[config.mk]
export PLATFORM = sky130hd
export DESIGN_NAME = positional_list_store
export DESIGN_NICKNAME = d
export VERILOG_FILES = /design/src/pls_pkg.sv /design/src/positional_list_store.sv /design/src/pls_ctrl.sv /design/src/pls_datapath.sv
export VERILOG_INCLUDE_DIRS = /design/src /design/src/src
export SDC_FILE = /design/constraint.sdc
export NUM_CORES = 2
export LEC_CHECK = 0
export ABC_AREA = 1
export BUFFER_PORTS_ARGS = -buffer_cell sky130_fd_sc_hd__buf_2
export CAP_MARGIN = 40
export CORE_MARGIN = 2
export CORE_UTILIZATION = 40
export CTS_CLUSTER_SIZE = 28
export DETAILED_ROUTE_END_ITERATION = 8
export GPL_TIMING_DRIVEN = 0
export PLACE_DENSITY_LB_ADDON = 0.12
export SLEW_MARGIN = 5
export SYNTH_ARGS = -nofsm -noshare
export SYNTH_HDL_FRONTEND = slang
export SYNTH_SLANG_ARGS = --single-unit
[constraint.sdc]
create_clock -name clock -period 8.45 [get_ports clock]
set_clock_uncertainty 0.05 [all_clocks]
set_input_delay 2.535 -clock clock [delete_from_list [all_inputs] [get_ports clock]]
set_output_delay 2.535 -clock clock [all_outputs]
set_load 0.005 [all_outputs]
[src/assert_macros.svh]
// ----------------------------------------------------------------------------
// Assertion macros
// Shared concurrent assertion forms used by the list store RTL.
// ----------------------------------------------------------------------------
`ifndef ASSERT_MACROS_SVH
`define ASSERT_MACROS_SVH

`ifndef ASSERT_OFF

// The condition holds at every clock edge outside reset.
`define ASSERT_ALWAYS(label, clk, rst, cond) \
   label: assert property (@(posedge clk) disable iff (rst) (cond)) \
      else $error("assertion failed: invariant");

// The consequent holds in the same cycle as the antecedent.
`define ASSERT_IMPLY(label, clk, rst, ante, cons) \
   label: assert property (@(posedge clk) disable iff (rst) (ante) |-> (cons)) \
      else $error("assertion failed: same-cycle implication");

// The consequent holds in the cycle after the antecedent.
`define ASSERT_NEXT(label, clk, rst, ante, cons) \
   label: assert property (@(posedge clk) disable iff (rst) (ante) |=> (cons)) \
      else $error("assertion failed: next-cycle implication");

`else

`define ASSERT_ALWAYS(label, clk, rst, cond)
`define ASSERT_IMPLY(label, clk, rst, ante, cons)
`define ASSERT_NEXT(label, clk, rst, ante, cons)

`endif

`endif

[src/pls_pkg.sv]
// ----------------------------------------------------------------------------
// List store package
// Sizes, request and response words, codes and controller interface types.
// ----------------------------------------------------------------------------
`default_nettype none

package pls_pkg;

   localparam int CAPACITY   = 64;
   localparam int ENTRY_BITS = 32;

   localparam int IDX_BITS   = $clog2(CAPACITY);
   localparam int CNT_BITS   = $clog2(CAPACITY + 1);
   localparam int POS_BITS   = 7;
   localparam int VALUE_BITS = 32;
   localparam int CMP_BITS   = (CNT_BITS > POS_BITS) ? CNT_BITS : POS_BITS;

   typedef enum logic [1:0] {
      KIND_INSERT  = 2'd0,
      KIND_GET     = 2'd1,
      KIND_TAKE    = 2'd2,
      KIND_REPLACE = 2'd3
   } pls_kind_type;

   typedef enum logic [1:0] {
      ST_OK    = 2'd0,
      ST_RANGE = 2'd1,
      ST_FULL  = 2'd2,
      ST_NULL  = 2'd3
   } pls_status_type;

   typedef struct packed {
      pls_kind_type          req_type;
      logic [POS_BITS-1:0]   position;
      logic                  use_end;
      logic [VALUE_BITS-1:0] entry_value;
   } pls_req_type;

   typedef struct packed {
      pls_status_type        status;
      logic [VALUE_BITS-1:0] read_value;
      logic [POS_BITS-1:0]   entry_count;
   } pls_rsp_type;

   typedef enum logic [2:0] {
      S_IDLE,
      S_DISPATCH,
      S_READ_OLD,
      S_CAP_OLD,
      S_LOOP,
      S_SHIFT_RD,
      S_SHIFT_WR,
      S_RESPOND
   } pls_state_type;

   // Commands from the controller to the datapath.
   typedef struct packed {
      logic accept;
      logic rd_old;
      logic cap_old;
      logic shift_rd;
      logic shift_wr;
      logic finish;
   } pls_cmd_type;

   // Status from the datapath to the controller.
   typedef struct packed {
      logic         err;
      pls_kind_type kind;
      logic         more;
   } pls_stat_type;

   function automatic logic [ENTRY_BITS-1:0] to_entry(input logic [VALUE_BITS-1:0] v);
      logic [63:0] wide;
      wide = {32'd0, v};
      return wide[ENTRY_BITS-1:0];
   endfunction

   function automatic logic [VALUE_BITS-1:0] from_entry(input logic [ENTRY_BITS-1:0] e);
      logic [63:0] wide;
      wide = 64'(e);
      return wide[VALUE_BITS-1:0];
   endfunction

endpackage

`default_nettype wire

[src/positional_list_store.sv]
// A request that fails a check goes straight to the response; get and replace
// read the addressed entry; insert shifts n = count - index entries, and take-out
// reads the entry and then shifts m = count - 1 - index entries.
// One request at a time: busy falls in the strobe cycle, so the next request can be
// accepted then; the shift loop, run once per moved entry, sets the rate.
// Synchronous reset empties the list and holds busy high; memory is not cleared.
// ----------------------------------------------------------------------------
// Positional list store
// Ordered list with insert, get, take-out and replace at an index or at the end.
// ----------------------------------------------------------------------------
`default_nettype none

module positional_list_store (
   input  wire logic                 clock,
   input  wire logic                 reset,
   input  wire logic                 start,
   output logic                      busy,
   input  wire pls_pkg::pls_req_type req_word,
   output pls_pkg::pls_rsp_type      rsp_word,
   output logic                      rsp_strobe
);
   import pls_pkg::*;

   // The controller and the datapath talk only through these two words.
   pls_cmd_type  cmd;
   pls_stat_type stat;

   // The controller walks each request through its steps: a check cycle,
   // an optional read of the addressed entry, an optional shift loop that moves
   // one entry per pass, and a closing cycle that writes the new entry of an
   // insert or replace, updates the count and loads the response register.
   pls_ctrl u_ctrl (
      .clock (clock),
      .reset (reset),
      .start (start),
      .busy  (busy),
      .stat  (stat),
      .cmd   (cmd)
   );

   // The datapath holds the entry memory, the count and the response word.
   // The result word is registered, so rsp_strobe is high for exactly one
   // cycle and the receiver must take the word in that cycle.
   pls_datapath u_datapath (
      .clock      (clock),
      .reset      (reset),
      .req_word   (req_word),
      .cmd        (cmd),
      .stat       (stat),
      .rsp_word   (rsp_word),
      .rsp_strobe (rsp_strobe)
   );

endmodule

`default_nettype wire

[src/pls_ctrl.sv]
// ----------------------------------------------------------------------------
// List store controller
// Sequences the read, shift and update steps of one request.
// ----------------------------------------------------------------------------
`default_nettype none

module pls_ctrl (
   input  wire logic                  clock,
   input  wire logic                  reset,
   input  wire logic                  start,
   output logic                       busy,
   input  wire pls_pkg::pls_stat_type stat,
   output pls_pkg::pls_cmd_type       cmd
);
   import pls_pkg::*;

   pls_state_type state_ff;
   pls_state_type state_in;

   always_ff @(posedge clock) begin
      if (reset) begin
         state_ff <= S_IDLE;
      end else begin
         state_ff <= state_in;
      end
   end

   always_comb begin
      state_in = state_ff;
      cmd      = '0;
      busy     = 1'b1;
      unique case (state_ff)
         S_IDLE: begin
            // No word is taken while reset is asserted.
            busy = reset;
            if (start && !reset) begin
               cmd.accept = 1'b1;
               state_in   = S_DISPATCH;
            end
         end
         S_DISPATCH: begin
            if (stat.err) begin
               state_in = S_RESPOND;
            end else if (stat.kind == KIND_INSERT) begin
               state_in = S_LOOP;
            end else begin
               state_in = S_READ_OLD;
            end
         end
         S_READ_OLD: begin
            cmd.rd_old = 1'b1;
            state_in   = S_CAP_OLD;
         end
         S_CAP_OLD: begin
            cmd.cap_old = 1'b1;
            state_in    = (stat.kind == KIND_TAKE) ? S_LOOP : S_RESPOND;
         end
         S_LOOP: begin
            state_in = stat.more ? S_SHIFT_RD : S_RESPOND;
         end
         S_SHIFT_RD: begin
            cmd.shift_rd = 1'b1;
            state_in     = S_SHIFT_WR;
         end
         S_SHIFT_WR: begin
            cmd.shift_wr = 1'b1;
            state_in     = S_LOOP;
         end
         S_RESPOND: begin
            cmd.finish = 1'b1;
            state_in   = S_IDLE;
         end
         default: begin
            state_in = S_IDLE;
         end
      endcase
   end

endmodule

`default_nettype wire

[src/pls_datapath.sv]
// ----------------------------------------------------------------------------
// List store datapath
// Request checks, entry memory, shift pointer, count and response register.
// ----------------------------------------------------------------------------
`default_nettype none

module pls_datapath (
   input  wire logic                 clock,
   input  wire logic                 reset,
   input  wire pls_pkg::pls_req_type req_word,
   input  wire pls_pkg::pls_cmd_type cmd,
   output pls_pkg::pls_stat_type     stat,
   output pls_pkg::pls_rsp_type      rsp_word,
   output logic                      rsp_strobe
);
   import pls_pkg::*;

   `include "assert_macros.svh"

   logic [ENTRY_BITS-1:0] mem [CAPACITY];

   pls_kind_type          kind_ff;
   pls_status_type        status_ff;
   logic [IDX_BITS-1:0]   idx_ff;
   logic [IDX_BITS-1:0]   ptr_ff;
   logic [ENTRY_BITS-1:0] val_ff;
   logic [ENTRY_BITS-1:0] rdata_ff;
   logic [ENTRY_BITS-1:0] old_ff;
   logic [CNT_BITS-1:0]   count_ff;
   logic [CNT_BITS-1:0]   count_in;
   pls_rsp_type           rsp_word_ff;
   logic                  rsp_strobe_ff;

   logic [ENTRY_BITS-1:0] req_val;
   logic                  req_null;
   logic [CMP_BITS-1:0]   pos_w;
   logic [CMP_BITS-1:0]   cnt_w;
   logic [CMP_BITS-1:0]   eff;
   pls_status_type        req_status;
   logic [IDX_BITS-1:0]   ptr_init;

   logic                  ok;
   logic                  mem_we;
   logic [IDX_BITS-1:0]   mem_wa;
   logic [ENTRY_BITS-1:0] mem_wd;
   logic                  mem_re;
   logic [IDX_BITS-1:0]   mem_ra;
   logic [IDX_BITS-1:0]   ptr_up;
   logic [IDX_BITS-1:0]   ptr_dn;
   logic                  take_done;

   // Request check at accept: effective index and status.
   always_comb begin
      req_val  = to_entry(req_word.entry_value);
      req_null = (req_val == '0);
      pos_w    = CMP_BITS'(req_word.position);
      cnt_w    = CMP_BITS'(count_ff);
      if (req_word.req_type == KIND_INSERT) begin
         eff = req_word.use_end ? cnt_w : pos_w;
         priority if (req_null) begin
            req_status = ST_NULL;
         end else if (eff > cnt_w) begin
            req_status = ST_RANGE;
         end else if (count_ff == CNT_BITS'(CAPACITY)) begin
            req_status = ST_FULL;
         end else begin
            req_status = ST_OK;
         end
         ptr_init = count_ff[IDX_BITS-1:0];
      end else begin
         eff = req_word.use_end ? (cnt_w - CMP_BITS'(1)) : pos_w;
         priority if (req_word.req_type == KIND_REPLACE && req_null) begin
            req_status = ST_NULL;
         end else if (req_word.use_end && count_ff == '0) begin
            req_status = ST_RANGE;
         end else if (eff >= cnt_w) begin
            req_status = ST_RANGE;
         end else begin
            req_status = ST_OK;
         end
         ptr_init = eff[IDX_BITS-1:0];
      end
   end

   always_ff @(posedge clock) begin
      if (cmd.accept) begin
         kind_ff   <= req_word.req_type;
         status_ff <= req_status;
         idx_ff    <= eff[IDX_BITS-1:0];
         val_ff    <= req_val;
      end
   end

   assign ok     = (status_ff == ST_OK);
   assign ptr_up = IDX_BITS'(ptr_ff + IDX_BITS'(1));
   assign ptr_dn = IDX_BITS'(ptr_ff - IDX_BITS'(1));

   // Shift pointer: inserts walk down from the count, take-outs walk up.
   always_ff @(posedge clock) begin
      if (cmd.accept) begin
         ptr_ff <= ptr_init;
      end else if (cmd.shift_wr) begin
         ptr_ff <= (kind_ff == KIND_INSERT) ? ptr_dn : ptr_up;
      end
   end

   always_comb begin
      stat.err  = !ok;
      stat.kind = kind_ff;
      if (kind_ff == KIND_INSERT) begin
         stat.more = (ptr_ff > idx_ff);
      end else if (kind_ff == KIND_TAKE) begin
         stat.more = ((CNT_BITS'(ptr_ff) + CNT_BITS'(1)) < count_ff);
      end else begin
         stat.more = 1'b0;
      end
   end

   // Entry memory: one write and one registered read per cycle.
   assign mem_re = cmd.rd_old | cmd.shift_rd;
   assign mem_ra = cmd.rd_old ? idx_ff :
                   ((kind_ff == KIND_INSERT) ? ptr_dn : ptr_up);
   assign mem_we = cmd.shift_wr |
                   (cmd.finish & ok &
                    ((kind_ff == KIND_INSERT) | (kind_ff == KIND_REPLACE)));
   assign mem_wa = cmd.shift_wr ? ptr_ff : idx_ff;
   assign mem_wd = cmd.shift_wr ? rdata_ff : val_ff;

   always_ff @(posedge clock) begin
      if (mem_we) begin
         mem[mem_wa] <= mem_wd;
      end
      if (mem_re) begin
         rdata_ff <= mem[mem_ra];
      end
   end

   always_ff @(posedge clock) begin
      if (cmd.cap_old) begin
         old_ff <= rdata_ff;
      end
   end

   always_comb begin
      count_in = count_ff;
      if (cmd.finish && ok) begin
         if (kind_ff == KIND_INSERT) begin
            count_in = count_ff + CNT_BITS'(1);
         end else if (kind_ff == KIND_TAKE) begin
            count_in = count_ff - CNT_BITS'(1);
         end
      end
   end

   always_ff @(posedge clock) begin
      if (reset) begin
         count_ff      <= '0;
         rsp_strobe_ff <= 1'b0;
      end else begin
         count_ff      <= count_in;
         rsp_strobe_ff <= cmd.finish;
      end
   end

   always_ff @(posedge clock) begin
      if (cmd.finish) begin
         rsp_word_ff.status      <= status_ff;
         rsp_word_ff.read_value  <= (ok && kind_ff != KIND_INSERT) ?
                                    from_entry(old_ff) : '0;
         rsp_word_ff.entry_count <= POS_BITS'(CMP_BITS'(count_in));
      end
   end

   assign rsp_word   = rsp_word_ff;
   assign rsp_strobe = rsp_strobe_ff;

   assign take_done = cmd.finish & ok & (kind_ff == KIND_TAKE);

   `ASSERT_ALWAYS(a_count_bound, clock, reset, count_ff <= CNT_BITS'(CAPACITY))
   `ASSERT_IMPLY(a_shift_only_ok, clock, reset, cmd.shift_wr || cmd.cap_old, ok)
   `ASSERT_NEXT(a_strobe_single, clock, reset, rsp_strobe_ff, !rsp_strobe_ff)
   `ASSERT_NEXT(a_take_count, clock, reset, take_done, count_ff == $past(count_ff) - CNT_BITS'(1))

endmodule

`default_nettype wire

==> impl_metrics.env <==
export IMPL_nets=9661
export IMPL_combPwrFrac=0.456
export IMPL_fillers=21900
export IMPL_die_w_um=494
export IMPL_row_count=179
export IMPL_rsz0062_at_grt="no"
export IMPL_drt_iter0_markers=10900
export IMPL_layout_commonest_cell="nand2_1"
export IMPL_met1_usage=0.437
export IMPL_drive_gt1_frac=0.114
export IMPL_internal_power_w=0.0225
export IMPL_dp_hpwl_mm=280
export IMPL_max_slew_margin=0.332
export IMPL_hold_ws_ps=394
export IMPL_cts_sinks=2212
export IMPL_crit_end="busy"
export IMPL_hold_violations=0
export IMPL_die_h_um=494
export IMPL_p_sw_w=0.0195
export IMPL_overflow=0
export IMPL_critical_path_class="in2out"
export IMPL_syn_to_final_growth_pct=16.8
export IMPL_r2r_setup_slack_ps=3020
export IMPL_utilization=0.471
export IMPL_cts_buffers=233
export IMPL_cts_root_buf="clkbuf_16"
export IMPL_tightest_slew_ps=1000
export IMPL_layout_common_cells="nand2_1 (2402), edfxtp_1 (2201), nand3_1 (1851), inv_1 (1728), buf_2 (496)"
export IMPL_post_drt_wl_per_cell_um=30.6
export IMPL_syn_instance_count=9069
export IMPL_grt_usage=0.320
export IMPL_pwr_share_clk=0.235
export IMPL_synthArstFlopShare=0
export IMPL_die_area_um2=244000
export IMPL_post_cts_buffers=0
export IMPL_critPathLaunchType="input port"
export IMPL_setup_viol=0
export IMPL_yosysSeqAreaShare=0.691
export IMPL_drv_cap=0
export IMPL_cts_hold_buf=0
export IMPL_max_freq_ghz=0.161
export IMPL_met3_usage=0.0679
export IMPL_yosysWarnings=0
export IMPL_worstHoldPathType="reg2reg"
export IMPL_grt_use_met2=0.483
export IMPL_worst_r2r_path_depth=16
export IMPL_swShare=0.464
export IMPL_synth_nets=9151
export IMPL_endpoint_kind="output port"
export IMPL_p_seq_frac=0.310
export IMPL_synth_seq_cells=2212
export IMPL_port_buffers=86
export IMPL_cp_data_required_time_ps=5870
export IMPL_syn_area_um2=96000
export IMPL_grt_pass1_wl_mm=536
export IMPL_synth_edff_count=2201
export IMPL_syn_avg_cell_area_um2=10.6
export IMPL_fin_crit_ps=6210
export IMPL_cp_arrival_ps=3620
export IMPL_cp_max_fo=9
export IMPL_drt_total_wl_mm=396
export IMPL_vias_per_cell=5.51
export IMPL_grt_max_degree=65
export IMPL_gp_congestion=0.951
export IMPL_clk_latency_ps=920
export IMPL_antenna_found_initial=34
export IMPL_vias=71300
export IMPL_crit_start="reset"
export IMPL_firstDrtPassIters=8
export IMPL_drc=0
export IMPL_powerDensity_nw_per_um2=375
export IMPL_core_um2=238000
export IMPL_grt_pass1_vias=65200
export IMPL_r2r_start="u_datapath.kind_ff[0]"
export IMPL_cts_tree="built"
export IMPL_max_vdd_ir_drop_mv=0.241
export IMPL_grt_busiest_layer="met2"
export IMPL_whs_path_depth=0
export IMPL_cts_buffer_depth=3
export IMPL_htreeDepth=4
export IMPL_ys_types=44
export IMPL_initial_utilization=0.403
export IMPL_p_leak_nw=46.6
export IMPL_synthFlopType="edfxtp_1"
export IMPL_postRouteAntennaNets=0
export IMPL_cts_resized=0
export IMPL_finalCritPeriodShare=0.735
export IMPL_worstReg2RegEnd="u_datapath.rdata_ff[12]"
export IMPL_drv_slew=0
export IMPL_io_pins=88
export IMPL_clk_pin_slew_ps=60
export IMPL_status="complete, no violations"
-- cell type report --
type                       count  area [um2]  area share
clock inverter               133         983     0.00877
inverter                    1732        6510      0.0580
multi-input combinational   4661       21600       0.192
buffer                       464        2270      0.0202
antenna                       11        27.5    0.000245
tap                         3167        3960      0.0353
timing repair buffer         275        4450      0.0397
clock buffer                 290        6110      0.0545
sequential                  2212       66300       0.591
-- metal layers --
| layer | up-vias | share of wire |
|---|---|---|
| li1 | 30800 | - |
| met1 | 35200 | 0.39 |
| met2 | 4487 | 0.44 |
| met3 | 913 | 0.11 |
| met4 | 4 | 0.060 |
| met5 | - | 0.000068 |
-- sequential cells by signal, summed over array words and instances (netlist names) --
signal,count
u_ctrl.state_ff,3
u_datapath.mem,2048
u_datapath.rdata_ff,32
u_datapath.val_ff,32
u_datapath.rsp_strobe,1
u_datapath.status_ff,2
u_datapath.rsp_word,41
u_datapath.old_ff,32
u_datapath.kind_ff,2
u_datapath.cnt_w,7
u_datapath.idx_ff,6
u_datapath.ptr_ff,6
-- synth_stat cells (2+ instances only) --
cell | number | area, um2
o221ai_1 | 2 | 17.5
buf_4 | 3 | 22.5
o31ai_1 | 2 | 15.0
a31oi_1 | 2 | 12.5
nand3_1 | 1851 | 9260
buf_1 | 8 | 30.0
nand4_1 | 9 | 56.3
nand2_2 | 2 | 12.5
and2_1 | 3 | 18.8
a21boi_0 | 2 | 15.0
clkbuf_1 | 44 | 165
xnor2_1 | 3 | 26.3
nand3b_1 | 33 | 248
nand2_1 | 2403 | 9020
edfxtp_1 | 2201 | 66100
o21ai_1 | 6 | 30.0
mux2_2 | 32 | 360
o211ai_1 | 32 | 240
nor3_1 | 7 | 35.0
o21ai_2 | 4 | 35.0
o21ai_0 | 31 | 155
buf_2 | 409 | 2050
inv_2 | 2 | 7.51
nor2_1 | 142 | 533
inv_1 | 1729 | 6490
xor2_1 | 8 | 70.1
a211oi_1 | 4 | 30.0
a22oi_1 | 2 | 15.0
dfxtp_1 | 11 | 220
a21oi_1 | 33 | 165
ha_1 | 36 | 450
-- critical path, cell delays in order --
cell and delay, ps:
clkbuf_1 480, inv_1 310, nand2_1 170, buf_2 120
-- per-stage QoR --
step	total power, W	setup TNS [ps]	cell area, um2	setup slack (ps)	instances
after floorplan	0.0221	0	96000	2900	9069
after detailed placement	0.0316	0	105000	2220	12500
final	0.0420	0	112000	2240	12900
after global placement	0.0312	-6683510	100000	-4290	12300
after CTS	0.0414	0	112000	2230	12900
after global routing	0.0430	0	112000	2170	12900
-- power groups by stage --
stage	sequential, W	combinational (W)	clock, W
final	0.0130	0.0192	0.00987
after floorplan	0.0131	0.00896	0
after detailed placement	0.0132	0.0184	0
after CTS	0.0130	0.0185	0.00991
after global routing	0.0130	0.0197	0.0103
after global placement	0.0133	0.0180	0
-- how the worst min path moves through the flow --
stage                       startpoint                     to  slack (ps)
4_1_cts        u_datapath.rdata_ff[31]  u_datapath.old_ff[31]         390
5_1_grt        u_datapath.rdata_ff[31]  u_datapath.old_ff[31]         400
6_report       u_datapath.rdata_ff[31]  u_datapath.old_ff[31]         390
3_3_place_gp   u_datapath.rdata_ff[31]  u_datapath.old_ff[31]         370
2_1_floorplan   u_datapath.rdata_ff[0]   u_datapath.old_ff[0]         370
3_5_place_dp   u_datapath.rdata_ff[31]  u_datapath.old_ff[31]         380
-- logic make-up (layout without fill, tap and decap cells) --
kind of cell               after synthesis  count (layout)  synth area share
xor gates and xnor gates                11              11           0.00100
AOI/OAI and AO/OA                      126             126           0.00812
buffers and inverters                 2196            2894            0.0913
other                                    0              11                 0
adders and majority gates               37              37           0.00490
and+or+nand+nor                       4455            4455             0.200
DFF                                   2212            2212             0.691
muxes                                   32              32           0.00375
Note: power is estimated with default switching activity, not from simulation.
